File: src/sv/tdpt_pkg.sv
// tdpt_pkg: shared types and constants of the trial division prime test unit
// holds the command and status structs that join the controller and the datapath
// no dependencies
package tdpt_pkg;

    // width of the number_value field on the port
    localparam int NUMBER_WIDTH = 32;

    // commands from the controller to the datapath
    typedef struct packed {
        logic load;          // capture a new item and set the first divisor
        logic div_start;     // clear the remainder and start a serial division
        logic div_step;      // one restoring division step
        logic next_divisor;  // advance divisor and its square
    } t_dp_cmd;

    // status from the datapath to the controller
    typedef struct packed {
        logic below_two;     // negative, zero or one
        logic is_two;        // value is exactly two
        logic sq_over;       // divisor squared exceeds the value
        logic div_last;      // the current division step is the last one
        logic rem_zero;      // remainder of the finished division is zero
    } t_dp_status;

endpackage

File: src/sv/tdpt_datapath.sv
// tdpt_datapath: value, divisor, divisor square and serial remainder registers
// one quotient bit per cycle by restoring division, square kept by adding 2d+1
// depends on tdpt_pkg
module tdpt_datapath #(
    parameter int VALUE_WIDTH = 32
) (
    input  logic                              i_clk,
    input  logic [tdpt_pkg::NUMBER_WIDTH-1:0] i_number_value,
    input  tdpt_pkg::t_dp_cmd                 i_cmd,
    output tdpt_pkg::t_dp_status              o_status
);
    import tdpt_pkg::*;

    // magnitude bits, divisor bits, square bits, step counter bits
    localparam int NW  = VALUE_WIDTH - 1;
    localparam int DW  = (VALUE_WIDTH + 1) / 2 + 1;
    localparam int SW  = VALUE_WIDTH;
    localparam int SCW = $clog2(NW);

    logic [VALUE_WIDTH-1:0] w_value;
    logic                   r_neg;
    logic [NW-1:0]          r_value;
    logic [NW-1:0]          r_shift;
    logic [DW-1:0]          r_div;
    logic [SW-1:0]          r_sq;
    logic [DW-1:0]          r_rem;
    logic [SCW-1:0]         r_step;
    logic [DW:0]            w_trial;
    logic                   w_fits;

    // bring the port value to the configured width
    generate
        if (VALUE_WIDTH <= NUMBER_WIDTH) begin : g_trunc
            assign w_value = i_number_value[VALUE_WIDTH-1:0];
        end else begin : g_sext
            assign w_value = {{(VALUE_WIDTH - NUMBER_WIDTH){i_number_value[NUMBER_WIDTH-1]}},
                              i_number_value};
        end
    endgenerate

    // one restoring step: shift in the next dividend bit and try to subtract
    assign w_trial = {r_rem, r_shift[NW-1]};
    assign w_fits  = (w_trial >= {1'b0, r_div});

    // value and divisor bookkeeping
    always_ff @(posedge i_clk) begin
        if (i_cmd.load) begin
            r_neg   <= w_value[VALUE_WIDTH-1];
            r_value <= w_value[NW-1:0];
            r_div   <= DW'(2);
            r_sq    <= SW'(4);
        end else if (i_cmd.next_divisor) begin
            r_div <= r_div + DW'(1);
            r_sq  <= r_sq + SW'({r_div, 1'b1});
        end
    end

    // serial remainder
    always_ff @(posedge i_clk) begin
        if (i_cmd.div_start) begin
            r_rem   <= '0;
            r_shift <= r_value;
            r_step  <= '0;
        end else if (i_cmd.div_step) begin
            r_rem   <= w_fits ? DW'(w_trial - {1'b0, r_div}) : DW'(w_trial);
            r_shift <= {r_shift[NW-2:0], 1'b0};
            r_step  <= r_step + SCW'(1);
        end
    end

    // status toward the controller
    always_comb begin
        o_status.below_two = r_neg || (r_value < NW'(2));
        o_status.is_two    = !r_neg && (r_value == NW'(2));
        o_status.sq_over   = (r_sq > {1'b0, r_value});
        o_status.div_last  = (r_step == SCW'(NW - 1));
        o_status.rem_zero  = (r_rem == '0);
    end

endmodule

File: src/sv/tdpt_ctrl.sv
// tdpt_ctrl: sequencer of the trial division prime test and its output register
// drives datapath commands from its status, holds the result item until taken
// depends on tdpt_pkg
module tdpt_ctrl (
    input  logic                 i_clk,
    input  logic                 i_rst_n,
    input  logic                 i_in_valid,
    output logic                 o_in_stall,
    output logic                 o_out_valid,
    input  logic                 i_out_stall,
    output logic                 o_prime_flag,
    output tdpt_pkg::t_dp_cmd    o_cmd,
    input  tdpt_pkg::t_dp_status i_status
);
    import tdpt_pkg::*;

    typedef enum logic [4:0] {
        S_IDLE  = 5'b00001,
        S_CHECK = 5'b00010,
        S_DIV   = 5'b00100,
        S_EVAL  = 5'b01000,
        S_DONE  = 5'b10000
    } t_state;

    t_state r_state, n_state;
    logic   r_result, n_result;
    logic   r_out_valid, n_out_valid;
    logic   r_out_prime, n_out_prime;
    logic   w_out_free;

    assign w_out_free = !r_out_valid || !i_out_stall;

    // next state, commands and output register load
    always_comb begin
        n_state     = r_state;
        n_result    = r_result;
        n_out_valid = r_out_valid && i_out_stall;
        n_out_prime = r_out_prime;
        o_cmd       = '0;
        unique case (r_state)
            S_IDLE: begin
                if (i_in_valid) begin
                    o_cmd.load = 1'b1;
                    n_state    = S_CHECK;
                end
            end
            S_CHECK: begin
                if (i_status.below_two) begin
                    n_result = 1'b0;
                    n_state  = S_DONE;
                end else if (i_status.is_two || i_status.sq_over) begin
                    n_result = 1'b1;
                    n_state  = S_DONE;
                end else begin
                    o_cmd.div_start = 1'b1;
                    n_state         = S_DIV;
                end
            end
            S_DIV: begin
                o_cmd.div_step = 1'b1;
                if (i_status.div_last) begin
                    n_state = S_EVAL;
                end
            end
            S_EVAL: begin
                if (i_status.rem_zero) begin
                    n_result = 1'b0;
                    n_state  = S_DONE;
                end else begin
                    o_cmd.next_divisor = 1'b1;
                    n_state            = S_CHECK;
                end
            end
            S_DONE: begin
                if (w_out_free) begin
                    n_out_valid = 1'b1;
                    n_out_prime = r_result;
                    n_state     = S_IDLE;
                end
            end
            default: begin
                n_state = S_IDLE;
            end
        endcase
    end

    // control registers
    always_ff @(posedge i_clk) begin
        if (!i_rst_n) begin
            r_state     <= S_IDLE;
            r_out_valid <= 1'b0;
        end else begin
            r_state     <= n_state;
            r_out_valid <= n_out_valid;
        end
    end

    // result payload
    always_ff @(posedge i_clk) begin
        r_result    <= n_result;
        r_out_prime <= n_out_prime;
    end

    assign o_in_stall   = (r_state != S_IDLE);
    assign o_out_valid  = r_out_valid;
    assign o_prime_flag = r_out_prime;

endmodule

File: src/sv/trial_division_prime_test_unit.sv
// trial_division_prime_test_unit: one item in, one prime flag result item out.
// values below 3 and values that 4 exceeds are decided without a division; otherwise
// one serial division per trial divisor, up to about 46341 divisors at 32 bits,
// in the one-bit-per-cycle remainder unit; one item at a time.
// the next item is taken while a finished result still waits in the output register.
// reset (synchronous, active low) returns the sequencer to idle and empties the output.
module trial_division_prime_test_unit #(
    parameter int VALUE_WIDTH = 32
) (
    input  logic                              i_clk,
    input  logic                              i_rst_n,
    input  logic                              i_in_valid,
    output logic                              o_in_stall,
    input  logic [tdpt_pkg::NUMBER_WIDTH-1:0] i_number_value,
    output logic                              o_out_valid,
    input  logic                              i_out_stall,
    output logic                              o_prime_flag
);
    import tdpt_pkg::*;

    t_dp_cmd    w_cmd;
    t_dp_status w_status;

    // sequencer
    tdpt_ctrl u_ctrl (
        .i_clk        (i_clk),
        .i_rst_n      (i_rst_n),
        .i_in_valid   (i_in_valid),
        .o_in_stall   (o_in_stall),
        .o_out_valid  (o_out_valid),
        .i_out_stall  (i_out_stall),
        .o_prime_flag (o_prime_flag),
        .o_cmd        (w_cmd),
        .i_status     (w_status)
    );

    // arithmetic
    tdpt_datapath #(
        .VALUE_WIDTH (VALUE_WIDTH)
    ) u_datapath (
        .i_clk          (i_clk),
        .i_number_value (i_number_value),
        .i_cmd          (w_cmd),
        .o_status       (w_status)
    );

endmodule

File: config.mk
export PLATFORM = sky130hd
export DESIGN_NAME = trial_division_prime_test_unit
export DESIGN_NICKNAME = d
export VERILOG_FILES = /design/src/sv/tdpt_pkg.sv /design/src/sv/tdpt_datapath.sv /design/src/sv/tdpt_ctrl.sv /design/src/sv/trial_division_prime_test_unit.sv
export SDC_FILE = /design/constraint.sdc
export NUM_CORES = 1
export LEC_CHECK = 0
export ABC_AREA = 1
export ABC_CLOCK_PERIOD_IN_PS = 3700
export BUFFER_PORTS_ARGS = -buffer_cell sky130_fd_sc_hd__buf_4
export CORE_ASPECT_RATIO = 0.9
export CORE_MARGIN = 8
export CORE_UTILIZATION = 40
export CTS_CLUSTER_SIZE = 12
export DETAILED_ROUTE_END_ITERATION = 12
export GPL_TIMING_DRIVEN = 0
export PLACE_DENSITY = 0.63
export SYNTH_ARGS = -nofsm -noshare
export SYNTH_HDL_FRONTEND = slang
export SYNTH_SLANG_ARGS = --single-unit
File: constraint.sdc
create_clock -name i_clk -period 3.7 [get_ports i_clk]
set_input_delay 0.74 -clock i_clk [delete_from_list [all_inputs] [get_ports i_clk]]
set_output_delay 0.74 -clock i_clk [all_outputs]
set_load 0.03 [all_outputs]
### Yosys cells after proc, flatten, opt, wreduce, memory -nomap -nowiden

Cells that the tools add are included.

| storage, ports and cells | value |
|---|---|
| output and inout port bits | 3 |
| logic and storage cells | 69 |
| bits in registers | 142 |
| bits of input ports | 36 |

| cells by class | value |
|---|---|
| magnitude comparators | 3 |
| add/sub/neg operators | 4 |
| muxes and demuxes | 24 |
| equal/unequal tests | 13 |
| reductions and logical operators | 14 |

Operators by type and width:

| kind | count |
|---|---|
| 31-bit two-way mux | 2 |
| 32-bit by 18-bit adder with 32-bit output | 1 |
| 32-bit by 31-bit > comparator with 1-bit output | 1 |
| 31-bit by 2-bit equality test with 1-bit output, second input constant | 1 |
| 31-bit by 2-bit less-than comparator with 1-bit output, second input constant | 1 |
| 5-bit two-way mux | 6 |
| 5-bit one-hot mux with 5 select lines | 1 |
| 18-bit by 17-bit >= comparator with 1-bit output | 1 |
| 17-bit by 1-bit adder with 17-bit output, second input constant | 1 |
| 17-bit logical NOT | 1 |
| 17-bit two-way mux | 1 |
| 17-bit subtractor | 1 |
| 1-bit two-way mux | 13 |
| 5-bit equality test, second input constant | 2 |
| 2-bit by 1-bit inequality test with 1-bit output, second input constant | 3 |
| 3-bit AND reduction | 2 |
| 5-bit by 1-bit adder with 5-bit output, second input constant | 1 |
| 5-bit by 1-bit equality test with 1-bit output, second input constant | 1 |
| 5-bit by 2-bit equality test with 1-bit output, second input constant | 1 |
| 5-bit by 3-bit equality test with 1-bit output, second input constant | 1 |
| 5-bit by 4-bit equality test with 1-bit output, second input constant | 1 |
| 5-bit by 1-bit inequality test with 1-bit output, second input constant | 1 |
| 2-bit nonzero test | 2 |
| 1-bit logical NOT | 3 |
| other kinds (6) | 9 |

### Logic depth before layout (Yosys ltp)

Gate-level depths: netlist (run 1).

| depth | value |
|---|---|
| word-level depth | 7 |
| mapped depth | 19 |
| depth with buffers taken out | 17 |

### Hierarchy

A second synthesis (run 1) with hierarchy kept.

| second synthesis, totals | value |
|---|---|
| cell total of the unflattened synthesis | 1271 |
| area, all modules | 9150.0 sq um |

By module, submodules not included:

| module | area each (sq um) | times used | cells each | sequential area each (sq um) |
|---|---|---|---|---|
| tdpt_datapath | 8717.1 | 1 | 1211 | 3313.2 |
| tdpt_ctrl | 432.9 | 1 | 60 | 180.2 |

### Least setup slack after synthesis (run 1)

Ideal clock, no wire load.

| timing | value |
|---|---|
| kind | reg2reg |
| from | reg u_datapath.r_value[19] |
| to | reg u_datapath.r_shift[0] (enable) |
| stages on the path, launching flop included | 16 |
| data arrival time | 2.336 ns |
| required time | 3.312 ns |
| slack | 0.976 ns |
| library setup time | 0.388 ns |
| period minus slack after synthesis | 2.724 ns |
| path buffers | 2 |
| path through | edfxtp_1 inv_1 ha_1 nand2_1 inv_1 nand2_1 nand2_1 nand2_1 nand3_1 a21oi_1 nand2_1 nand2_1 nand3_2 buf_4 buf_2 nand2_1 |

| on the way | value |
|---|---|
| cells in the longest elaborated chain, start to end | 7 |
| elaborated cells on any way between the ends | 10 |
| classes of those cells | 2 x order compare; 1 x eq/ne; 3 x mux; 4 x reduce/logical |

RTL lines:

| item | RTL line | source |
|---|---|---|
| from (decl) | tdpt_datapath.sv:22 | `logic [NW-1:0] r_value;` |
| from (signal assigned) | tdpt_datapath.sv:49 | `r_value <= w_value[NW-1:0];` |
| parallel branches: the longest is 4 deep, another holds 32-bit by 31-bit > comparator with 1-bit output | - |  |
| 1-bit two-way mux * | tdpt_ctrl.sv:48 | `if (i_status.below_two) begin` |
| 1-bit two-way mux * | tdpt_ctrl.sv:40 | `unique case (r_state)` |
| 2-bit nonzero test (no source line) * | - |  |
| to (signal assigned) | tdpt_datapath.sv:62 | `r_shift <= r_value;` |
| to (signal assigned) | tdpt_datapath.sv:66 | `r_shift <= {r_shift[NW-2:0], 1'b0};` |
| to (decl) | tdpt_datapath.sv:23 | `logic [NW-1:0] r_shift;` |

Every way passes the cells marked *.
A chain may end at the register's enable or synchronous reset.

### Worst setup path after layout (run 1)

| timing | value |
|---|---|
| from | reg u_datapath.r_value[15] |
| to | reg u_datapath.r_shift[18] (enable) |

The elaborated chain is that of the path after synthesis.

==> results of run 1 <==
## worst max-delay path by stage
stage                     depth (start not counted)                                   to  slack [ns]                              from
final                                            13     u_datapath.r_shift[18]$_DFFE_PP_        0.49  u_datapath.r_value[15]$_DFFE_PP_
after floorplan                                  15  u_datapath.r_shift[0]$_SDFFCE_PN0P_        0.98  u_datapath.r_value[19]$_DFFE_PP_
after detailed placement                         10     u_datapath.r_shift[11]$_DFFE_PP_        0.04   u_datapath.r_value[8]$_DFFE_PP_
after CTS                                        13     u_datapath.r_shift[18]$_DFFE_PP_        0.05  u_datapath.r_value[15]$_DFFE_PP_
after global placement                           10     u_datapath.r_shift[11]$_DFFE_PP_        0.05   u_datapath.r_value[8]$_DFFE_PP_
after global routing                             13     u_datapath.r_shift[18]$_DFFE_PP_        0.25  u_datapath.r_value[15]$_DFFE_PP_
## state kept, by name, indices dropped and copies added, names as in the netlist, 5 cells and up
| signal | cells |
|---|---|
| u_datapath.r_shift | 31 |
| u_datapath.r_sq | 32 |
| u_ctrl.r_state | 5 |
| u_datapath.r_div | 17 |
| u_datapath.r_rem | 17 |
| u_datapath.r_value | 31 |
| u_datapath.r_step | 5 |
## cell type report
type	count	area, um2	share of cell area (%)
Clock buffer	19	433	4.22
Clock inverter	13	156	1.53
Inverter	163	612	5.97
Multi-Input combinational cell	882	4740	46.2
Tap cell	297	372	3.63
Buffer	28	158	1.54
Sequential cell	142	3490	34.1
Timing Repair Buffer	38	285	2.78
## metal layers
metal	vias to the layer above	routed length (um)
met5	-	0
met4	0	282
met3	19	1210
met2	185	10200
met1	3646	12500
li1	4127	-
## worst max-delay path, delay by kind of cell, from the launching register on
family / cells / cell delay [ns]
AND/OR/NAND/NOR: 6 / 1.00
AO/OA/AOI/OAI: 3 / 0.51
buffers and inverters: 3 / 0.65
flip-flops: 1 / 0.39
adder cells (fa/ha/maj): 1 / 0.27
## power by group through the flow
stage               Combinational, mW  Sequential [mW]  Clock (mW)
floorplan                        2.02             1.90           0
global placement                 2.57             1.94           0
detailed placement               2.60             1.94           0
CTS                              2.61             1.91        1.77
global route                     2.96             1.92        1.84
finish                           2.62             1.91        1.74
## cell families after synthesis
logic type	after synthesis	share of synthesized area, %
compound gates	203	12.0
xor+xnor	25	2.43
fa+ha+maj	70	9.90
buf+inv	191	8.55
flops	142	38.8
simple gates	584	28.3
## cells in the mapped netlist, drive strengths merged
cell    number  area share (%)
xor2        12             1.2
a21oi       84             4.7
a31oi        1           0.070
nand3b       9            0.75
nor3        27             1.6
buf         17             1.3
nand4       26             2.2
a21o         4            0.33
nand2      312              13
o21ai       94             5.2
xnor2       13             1.3
nand3       58             3.3
and2         4            0.28
o21bai       6            0.50
ha          68             9.5
inv        163             6.8
o221ai       1           0.097
nor2       139             6.4
a221oi       1           0.097
a211oi       1           0.083
nor3b        2            0.17
o211ai       6            0.50
o22ai        2            0.14
or2          2            0.14
edfxtp      65              22
o21a         3            0.25
dfxtp       77              17
fa           2            0.44
nor4         5            0.35
clkbuf      11            0.46
==> results.md, run 1 <==
* Clock Latency Late Sink at 0.43 ns
* # port buffers at 38
* Max-Cap Viols at 0
* Clock share of power at 27.8%
* GRT met2 Usage at 26.6%
* Hpwl dp at 18900 um
* Number of placed instances, taps included at 1550
* Most frequent cells in the layout: nand2_1 (307), inv_1 (158), nor2_1 (124), a21oi_1 (83), dfxtp_1 (77)
* Cell area after synthesis at 0.00900 mm2
* Final Critical Period at 3.21 ns
* CTS Sinks at 142
* Setup WS pre-CTS at 0.0425 ns
* Max-slew headroom at 32.0%
* Io pins at 39
* Crit path largest cell delay at 0.62 ns
* Leading cell type in the layout, fill and taps excluded: nand2_1
* Total grt overflow at 0
* Setup Viol. Count Final at 0
* Worst Hold Path Cells at 0
* Combinational share of power at 41.8%
* Arr. time, crit path at 3.27 ns
* Sequential Power Share at 30.4%
* Synth Net Count at 1321
* Net Sw Power at 2.52 mW
* Final Util at 45.9%
* RSZ-0062 raised after global routing: false
* Fin nets at 1378
* Hold endpoint: u_ctrl.o_prime_flag$_DFFE_PP_
* CP endpoint kind: flop
* CP startpoint kind: flop
* RePlAce Congestion at 0.890
* Worst hold path type: reg -> reg
* Die W at 174 um
* Worst setup margin at 0.487 ns
* Seq cells post-synth at 142
* Longest Clk Path Bufs at 2
* Critical Path Slowest Stage Cell: nand2_2
* Final period util at 86.8%
* Routed WL per cell at 15.3 um
* R2R Setup Slk at 0.49 ns
* CTS tree: built
* GR Util All Layers at 17.9%
* Fill cells at 2188
* Worst slew pin tran at 1.02 ns
* F_max at 311 MHz
* CP Data Required Time at 3.76 ns
* WL final at 24100 um
* Post-CTS Setup Bufs at 0
* Initial antenna violation count at 0
* Sequential area share after synthesis at 38.8%
* Post-CTS sizing at 0
* Initial DRT Pass Iterations at 5
* Status: completed
* Final routed DRC violation total at 0
* Hold slack at 0.420 ns
* Slew Viols, Final at 0
* Hold path startpoint: u_ctrl.r_result$_SDFFCE_PN0P_
* Register-to-Register Path Depth at 13
* Avg Vias per Cell at 5.04
* Internal power at 3.75 mW
* Largest fanout on the critical path at 31
* Syn Inst Count at 1215
* Number of global-route vias before repair at 7283
* Pwr Total at 6.27 mW
* Setup Crit Path Kind: reg -> reg
* Worst clock skew at 0.0177 ns
* N_diodes at 0
* P_leak at 4.68 nW
* Initial Util at 40.3%
* H-tree levels at 4
* Vias at 7977
* Post-synth cell types at 43
* Avg Synthesized Cell Area at 7.41 um2
* Sw Share at 40.2%
* Final cell count without fillers at 1582
* DIE HEIGHT at 158 um
* Met3 GRT Util at 3.08%
* Post-DRT Antenna Nets at 0
* Layout cell share with drive strength beyond 1 at 9.26%
* Crit Reg-Reg Startpoint: u_datapath.r_value[15]$_DFFE_PP_
* Pwr dens at 612 mW/mm2
* DP Area at 0.00966 mm2
* Fin. Hold Viols at 0
* Worst vdd ir at 0.646 mV
* Die area at 0.0276 mm2
* GR Util met1 at 26.2%
* Largest net degree at the start of global routing at 42
* 1st-iter DRT viols at 596
* Cell chosen for the clock root: clkbuf_16
* Gr busiest metal: met2
* Synth warnings at 0
* CTS Buf Count at 17
* Final instance area at 0.0102 mm2
* CP cell instances: inv_1, ha_1, a21oi_1, o21ai_0, a21oi_1, nand2_1, nand2_1, nand2_1, nand2_1, nand3_2, buf_4, buf_2, nand2_2
* Area Overhead vs Synth at 13.9%
* Clock slew at reported path FFs at 0.07 ns
* Hold buffers post-CTS at 0
* First-pass GRT wire length at 39100 um
* Reg2reg end: u_datapath.r_shift[18]$_DFFE_PP_
* Core area at 0.0223 mm2
* Final TNS setup at 0 ns
* Rows at 52
* Most used cell, CP: nand2_1
(Power assumes the default switching activity.)
==> run 2, diff against run 1 <==
ABC_AREA = not set   (was 1)
CORE_ASPECT_RATIO = 0.75   (was 0.9)
==> results.md, run 2 <==
* Area share of the largest cell type after synthesis at 23.2%
* Hold path startpoint: u_ctrl.r_result$_SDFFCE_PN0P_
* Worst setup margin at 0.222 ns
* Post-CTS Setup Bufs at 0
* CP Data Required Time at 3.87 ns
* Hold buffers post-CTS at 0
* Hpwl dp at 16000 um
* CTS Buf Count at 17
* Largest fanout on the critical path at 10
* Area leader, netlist: edfxtp_1
* CTS Sinks at 142
* P_leak at 3.85 nW
* Worst slew pin tran at 1.02 ns
* Multiplexer area fraction after synthesis at 6.28%
* DIE HEIGHT at 142 um
* Worst clock skew at 0.00898 ns
* Die W at 184 um
* Pwr Total at 6.68 mW
* Arr. time, crit path at 3.65 ns
* Area Overhead vs Synth at 15.3%
* Worst vdd ir at 0.311 mV
* Pwr dens at 687 mW/mm2
* Status: completed
* N_diodes at 0
* Max reg flops at 32
* Leading cell type in the layout, fill and taps excluded: nand2_1
* Fill cells at 1955
* Number of global-route vias before repair at 6198
* RSZ-0062 raised after global routing: false
* Reg2reg end: u_datapath.r_shift[27]$_DFFE_PP_
* Largest net degree at the start of global routing at 32
* Total grt overflow at 0
* Top reg by flops: u_datapath.r_sq
* Final period util at 94.0%
* Critical Path Slowest Stage Cell: o31ai_2
* Synth cell count leaders: nand2_1 (79), dfxtp_1 (77), inv_1 (70), ha_1 (68), edfxtp_1 (65)
* Setup Crit Path Kind: reg -> reg
* Compound-Gate Fraction of Synth Area at 16.1%
* CTS tree: built
* Final routed DRC violation total at 0
* Core area at 0.0209 mm2
* Vias at 6684
* WL final at 21000 um
* Final Critical Period at 3.48 ns
* Synth area leaders: edfxtp_1 (23%), dfxtp_1 (18%), ha_1 (10%)
* Crit path largest cell delay at 0.90 ns
* Critical Path Sink: u_datapath.r_shift[27]$_DFFE_PP_
* R2R Setup Slk at 0.22 ns
* Routed WL per cell at 17.1 um
* Crit Reg-Reg Startpoint: u_datapath.r_value[28]$_DFFE_PP_
* Synth warnings at 0
* Avg Vias per Cell at 5.43
* F_max at 288 MHz
* Synth Area in XOR/XNOR at 4.06%
* Most frequent cells in the layout: nand2_1 (78), dfxtp_1 (77), inv_1 (70), ha_1 (68), edfxtp_1 (65)
* Post-DRT Antenna Nets at 0
* Post-synth cell types at 72
* Setup Viol. Count Final at 0
* Worst hold path type: reg -> reg
* CP startpoint: u_datapath.r_value[28]$_DFFE_PP_
* Slew Viols, Final at 0
* GR Util All Layers at 16.3%
* CP cell instances: inv_1, ha_1, nand3_1, o211ai_1, a32oi_1, nand3_1, o31ai_2, buf_6, mux2_2
* Number of enable flip-flop cells after synthesis at 65
* Synth Net Count at 977
* Most used cell, CP: nand3_1
* Cell area after synthesis at 0.00842 mm2
* Most numerous cell in the Yosys netlist: nand2_1
* 1st-iter DRT viols at 525
* Syn Inst Count at 871
* Die area at 0.0260 mm2
* Adder-cell share of the synthesized area at 10.6%
* Initial antenna violation count at 0
* Max-slew headroom at 31.6%
* Top flop regs: u_datapath.r_sq x32, u_datapath.r_shift x31, u_datapath.r_value x31
* Top FF cell, synth: dfxtp_1
* CP endpoint kind: flop
* Io pins at 39
* H-tree levels at 4
* CP startpoint kind: flop
* Post-Synth Simple-Gate Area at 16.6%
* # port buffers at 38
* Clock slew at reported path FFs at 0.06 ns
* Seq cells post-synth at 142
* Longest Clk Path Bufs at 2
* Fin. Hold Viols at 0
* Clock Latency Late Sink at 0.43 ns
* Cell chosen for the clock root: clkbuf_16
* Async set-reset flop share out of synthesis at 0%
* Largest family of logic cells by synthesized area: simple AND/OR/NAND/NOR gates
* Post-CTS sizing at 0
* Fin nets at 1035
* Avg Synthesized Cell Area at 9.67 um2
* Sequential area share after synthesis at 41.5%
* Initial Util at 40.3%
* First-pass GRT wire length at 33200 um
* Setup WS pre-CTS at 0.0275 ns
* RePlAce Congestion at 0.885
* Final instance area at 0.00971 mm2
* Register-to-Register Path Depth at 9
* Initial DRT Pass Iterations at 5
* Layout cell share with drive strength beyond 1 at 13.9%
* Rows at 46
* DP Area at 0.00909 mm2
* Max-Cap Viols at 0
run 2: cell types whose count changed in the layout (fill, tap and decap cells not counted), moves of 10 or more:
cell and change:
xnor2_1 +18, nor2_2 -12, nor2_1 -69, nand2_1 -229, mux2i_1 +18, mux2_2 +31, inv_1 -88, o21ai_0 -50
o22ai_1 +11, o21ai_1 -21, a21o_1 +10, a21oi_1 -22, o31ai_1 +11, nand3_1 -37
run 2: through the flow:
step	util [%]	setup TNS, ns	hold WS, ns	instances
final	46.5	0	0.423	1230
after global routing	46.5	0	0.432	1230
after CTS	46.5	0	0.422	1230
after detailed placement	43.5	0	0.407	1198
after global placement	43.4	-9.46	0.408	1197
after floorplan	-	0	0.400	871
run 2: final cells by class:
cell class              instances  area [um2]  share of cell area, %
inverters                      70         263                   2.70
well taps                     288         360                   3.71
clock inverters                13         189                   1.94
flip-flops and latches        142        3490                   36.0
plain buffers                  28         150                   1.55
clock buffers                  19         433                   4.46
repair buffers                 39         305                   3.14
multi-input cells             631        4520                   46.5
run 2: kinds of logic (layout without fill, tap and decap cells):
kind of cell / Yosys count / count (layout)
XOR/XNOR: 39 / 39
AND/OR/NAND/NOR: 277 / 277
multiplexers: 49 / 49
adder cells (fa/ha/maj): 70 / 70
AO/OA/AOI/OAI: 196 / 196
flip-flops: 142 / 142
buffers and inverters: 98 / 169
run 2: critical path, delay by kind of cell (launching register included):
| kind | cells | cell delay (ns) |
|---|---|---|
| adders and majority gates | 1 | 0.32 |
| muxes | 1 | 0.38 |
| DFF | 1 | 0.52 |
| and+or+nand+nor | 2 | 0.38 |
| AOI/OAI and AO/OA | 3 | 1.26 |
| buffers and inverters | 2 | 0.36 |
run 2: per-layer routing:
layer | routed length [um] | part of all wire (%) | GRT usage (%) | up-vias
li1 | - | - | - | 3347
met1 | 11200 | 54 | 24.8 | 3187
met2 | 8630 | 41 | 22.9 | 135
met3 | 922 | 4.4 | 3.40 | 15
met4 | 198 | 0.94 | 3.93 | 0
met5 | 0 | 0 | 0 | -
run 2: worst min path at each step:
| stage | slack [ns] | depth (start not counted) | to |
|---|---|---|---|
| 4_1_cts | 0.42 | 0 | u_ctrl.o_prime_flag$_DFFE_PP_ |
| 6_report | 0.42 | 0 | u_ctrl.o_prime_flag$_DFFE_PP_ |
| 3_3_place_gp | 0.41 | 0 | u_ctrl.o_prime_flag$_DFFE_PP_ |
| 2_1_floorplan | 0.40 | 0 | u_ctrl.o_prime_flag$_DFFE_PP_ |
| 3_5_place_dp | 0.41 | 0 | u_ctrl.o_prime_flag$_DFFE_PP_ |
| 5_1_grt | 0.43 | 0 | u_ctrl.o_prime_flag$_DFFE_PP_ |
run 2: report_power, final:
part           switching [mW]  internal [mW]  total [mW]  leakage [nW]
Sequential              0.194           1.88        2.08          1.22
Clock                   0.695           1.13        1.83         0.300
Combinational            1.53           1.25        2.77          2.32
Total                    2.41           4.26        6.68          3.85
==> run 3, diff against run 2 <==
BUFFER_PORTS_ARGS = -buffer_cell sky130_fd_sc_hd__buf_2   (was -buffer_cell sky130_fd_sc_hd__buf_4)
CAP_MARGIN = 20   (was not set)
==> results.md, run 3 (same netlist as run 2, synthesis figures left out) <==
* Status: completed
* Crit Reg-Reg Startpoint: u_datapath.r_value[28]$_DFFE_PP_
* Max reg flops at 32
* CTS tree: built
* Leading cell type in the layout, fill and taps excluded: nand2_1
* Setup Crit Path Kind: reg -> reg
* WL final at 20700 um
* Setup WS pre-CTS at 0.220 ns
* Initial DRT Pass Iterations at 7
* Final instance area at 0.00962 mm2
* Critical Path Slowest Stage Cell: o31ai_2
* Pwr Total at 6.58 mW
* Reg2reg end: u_datapath.r_shift[27]$_DFFE_PP_
* RSZ-0062 raised after global routing: false
* Post-DRT Antenna Nets at 0
* CP bufs+invs at 2
* CP cell instances: inv_1, ha_1, nand3_1, o211ai_1, a32oi_1, nand3_1, o31ai_2, buf_6, mux2_2
* Hpwl dp at 16000 um
* Top flop regs: u_datapath.r_sq x32, u_datapath.r_shift x31, u_datapath.r_value x31
* Most used cell, CP: nand3_1
* Largest net degree at the start of global routing at 28
* R2R Setup Slk at 0.14 ns
* CP top delay family: compound AO/OA/AOI/OAI gates
* Number of global-route vias before repair at 6146
* Final Critical Period at 3.56 ns
* Fill cells at 1967
* Worst vdd ir at 0.349 mV
* First-pass GRT wire length at 33200 um
* Max-Cap Viols at 0
* CTS Sinks at 142
* Vias at 6637
* # port buffers at 38
* Total grt overflow at 0
* Die W at 184 um
* CP startpoint kind: flop
* Register-to-Register Path Depth at 9
* Worst slew pin tran at 1.14 ns
* Worst clock skew at 0.0128 ns
* Rows at 46
* Post-CTS Setup Bufs at 0
* Initial antenna violation count at 0
* Core area at 0.0209 mm2
* Fin nets at 1036
* Layout cell share with drive strength beyond 1 at 13.9%
* Die area at 0.0260 mm2
* Longest Clk Path Bufs at 2
* Cell chosen for the clock root: clkbuf_16
* Top reg by flops: u_datapath.r_sq
* Worst setup margin at 0.142 ns
* Worst hold path type: reg -> reg
* Post-CTS sizing at 0
* 1st-iter DRT viols at 560
* Avg Vias per Cell at 5.39
* Clock Latency Late Sink at 0.43 ns
* Final period util at 96.2%
* Initial Util at 40.3%
* CP endpoint kind: flop
* Arr. time, crit path at 3.73 ns
* N_diodes at 0
* Hold path startpoint: u_ctrl.r_result$_SDFFCE_PN0P_
* Fin. Hold Viols at 0
* H-tree levels at 4
* Routed WL per cell at 16.8 um
* Crit path largest cell delay at 0.98 ns
* Max-slew headroom at 23.8%
* DP Area at 0.00902 mm2
* Area Overhead vs Synth at 14.2%
* Largest fanout on the critical path at 10
* Slew Viols, Final at 0
* P_leak at 3.81 nW
* DIE HEIGHT at 142 um
* Most frequent cells in the layout: nand2_1 (79), dfxtp_1 (77), inv_1 (70), ha_1 (68), edfxtp_1 (65)
* Final Util at 46.0%
* Hold endpoint: u_ctrl.o_prime_flag$_DFFE_PP_
* Final routed DRC violation total at 0
* CTS Buf Count at 17
* Setup Viol. Count Final at 0
* Clock slew at reported path FFs at 0.06 ns
* CP Data Required Time at 3.87 ns
* Hold buffers post-CTS at 0
* Worst Hold Path Cells at 0
* F_max at 281 MHz
* Io pins at 39
* Pwr dens at 684 mW/mm2
* RePlAce Congestion at 0.906
* GR Util All Layers at 16.3%
-- run 3: layout make-up --
class / count / area [um2] / area share (%)
inverter: 70 / 263 / 2.73
tap: 288 / 360 / 3.75
clock inverter: 13 / 165 / 1.72
buffer: 28 / 150 / 1.56
multi-input combinational: 631 / 4520 / 47.0
sequential: 142 / 3490 / 36.3
timing repair buffer: 40 / 238 / 2.47
clock buffer: 19 / 433 / 4.50
-- run 3: layer usage --
metal  global-route usage, %  wire length (um)  part of all wire, %  vias up
li1                        -                 -                    -     3353
met1                    25.1             11400                   55     3132
met2                    22.1              8290                   40      140
met3                    3.83               907                  4.4       12
met4                    4.06               160                 0.77        0
met5                       0                 0                    0        -
-- run 3: worst max-delay path by stage --
| stage | from | end | slack (ns) | depth (start not counted) |
|---|---|---|---|---|
| finish | u_datapath.r_value[28]$_DFFE_PP_ | u_datapath.r_shift[27]$_DFFE_PP_ | 0.14 | 9 |
| detailed placement | u_datapath.r_value[28]$_DFFE_PP_ | u_datapath.r_shift[27]$_DFFE_PP_ | 0.22 | 9 |
| CTS | u_datapath.r_value[28]$_DFFE_PP_ | u_datapath.r_shift[27]$_DFFE_PP_ | 0.20 | 9 |
| global route | u_datapath.r_value[28]$_DFFE_PP_ | u_datapath.r_shift[2]$_DFFE_PP_ | 0.05 | 7 |
| global placement | u_ctrl.r_state[3]$_SDFFE_PN0P_ | u_datapath.r_value[22]$_DFFE_PP_ | -0.25 | 7 |
| floorplan | u_ctrl.r_state[3]$_SDFFE_PN0P_ | u_datapath.r_neg$_DFFE_PP_ | 0.72 | 7 |
-- run 3: stage by stage --
step           hold slack, ns  instances  setup TNS (ns)
2_1_floorplan           0.400        871               0
3_3_place_gp            0.418       1197           -8.82
3_5_place_dp            0.413       1199               0
4_1_cts                 0.428       1231               0
5_1_grt                 0.428       1231               0
6_report                0.426       1231               0
-- run 3: where the power goes --
part | internal, mW | switching (mW) | total (mW) | leakage (nW)
Combinational | 1.24 | 1.52 | 2.76 | 2.30
Sequential | 1.88 | 0.192 | 2.07 | 1.22
Clock | 1.06 | 0.689 | 1.75 | 0.282
Total | 4.18 | 2.40 | 6.58 | 3.81
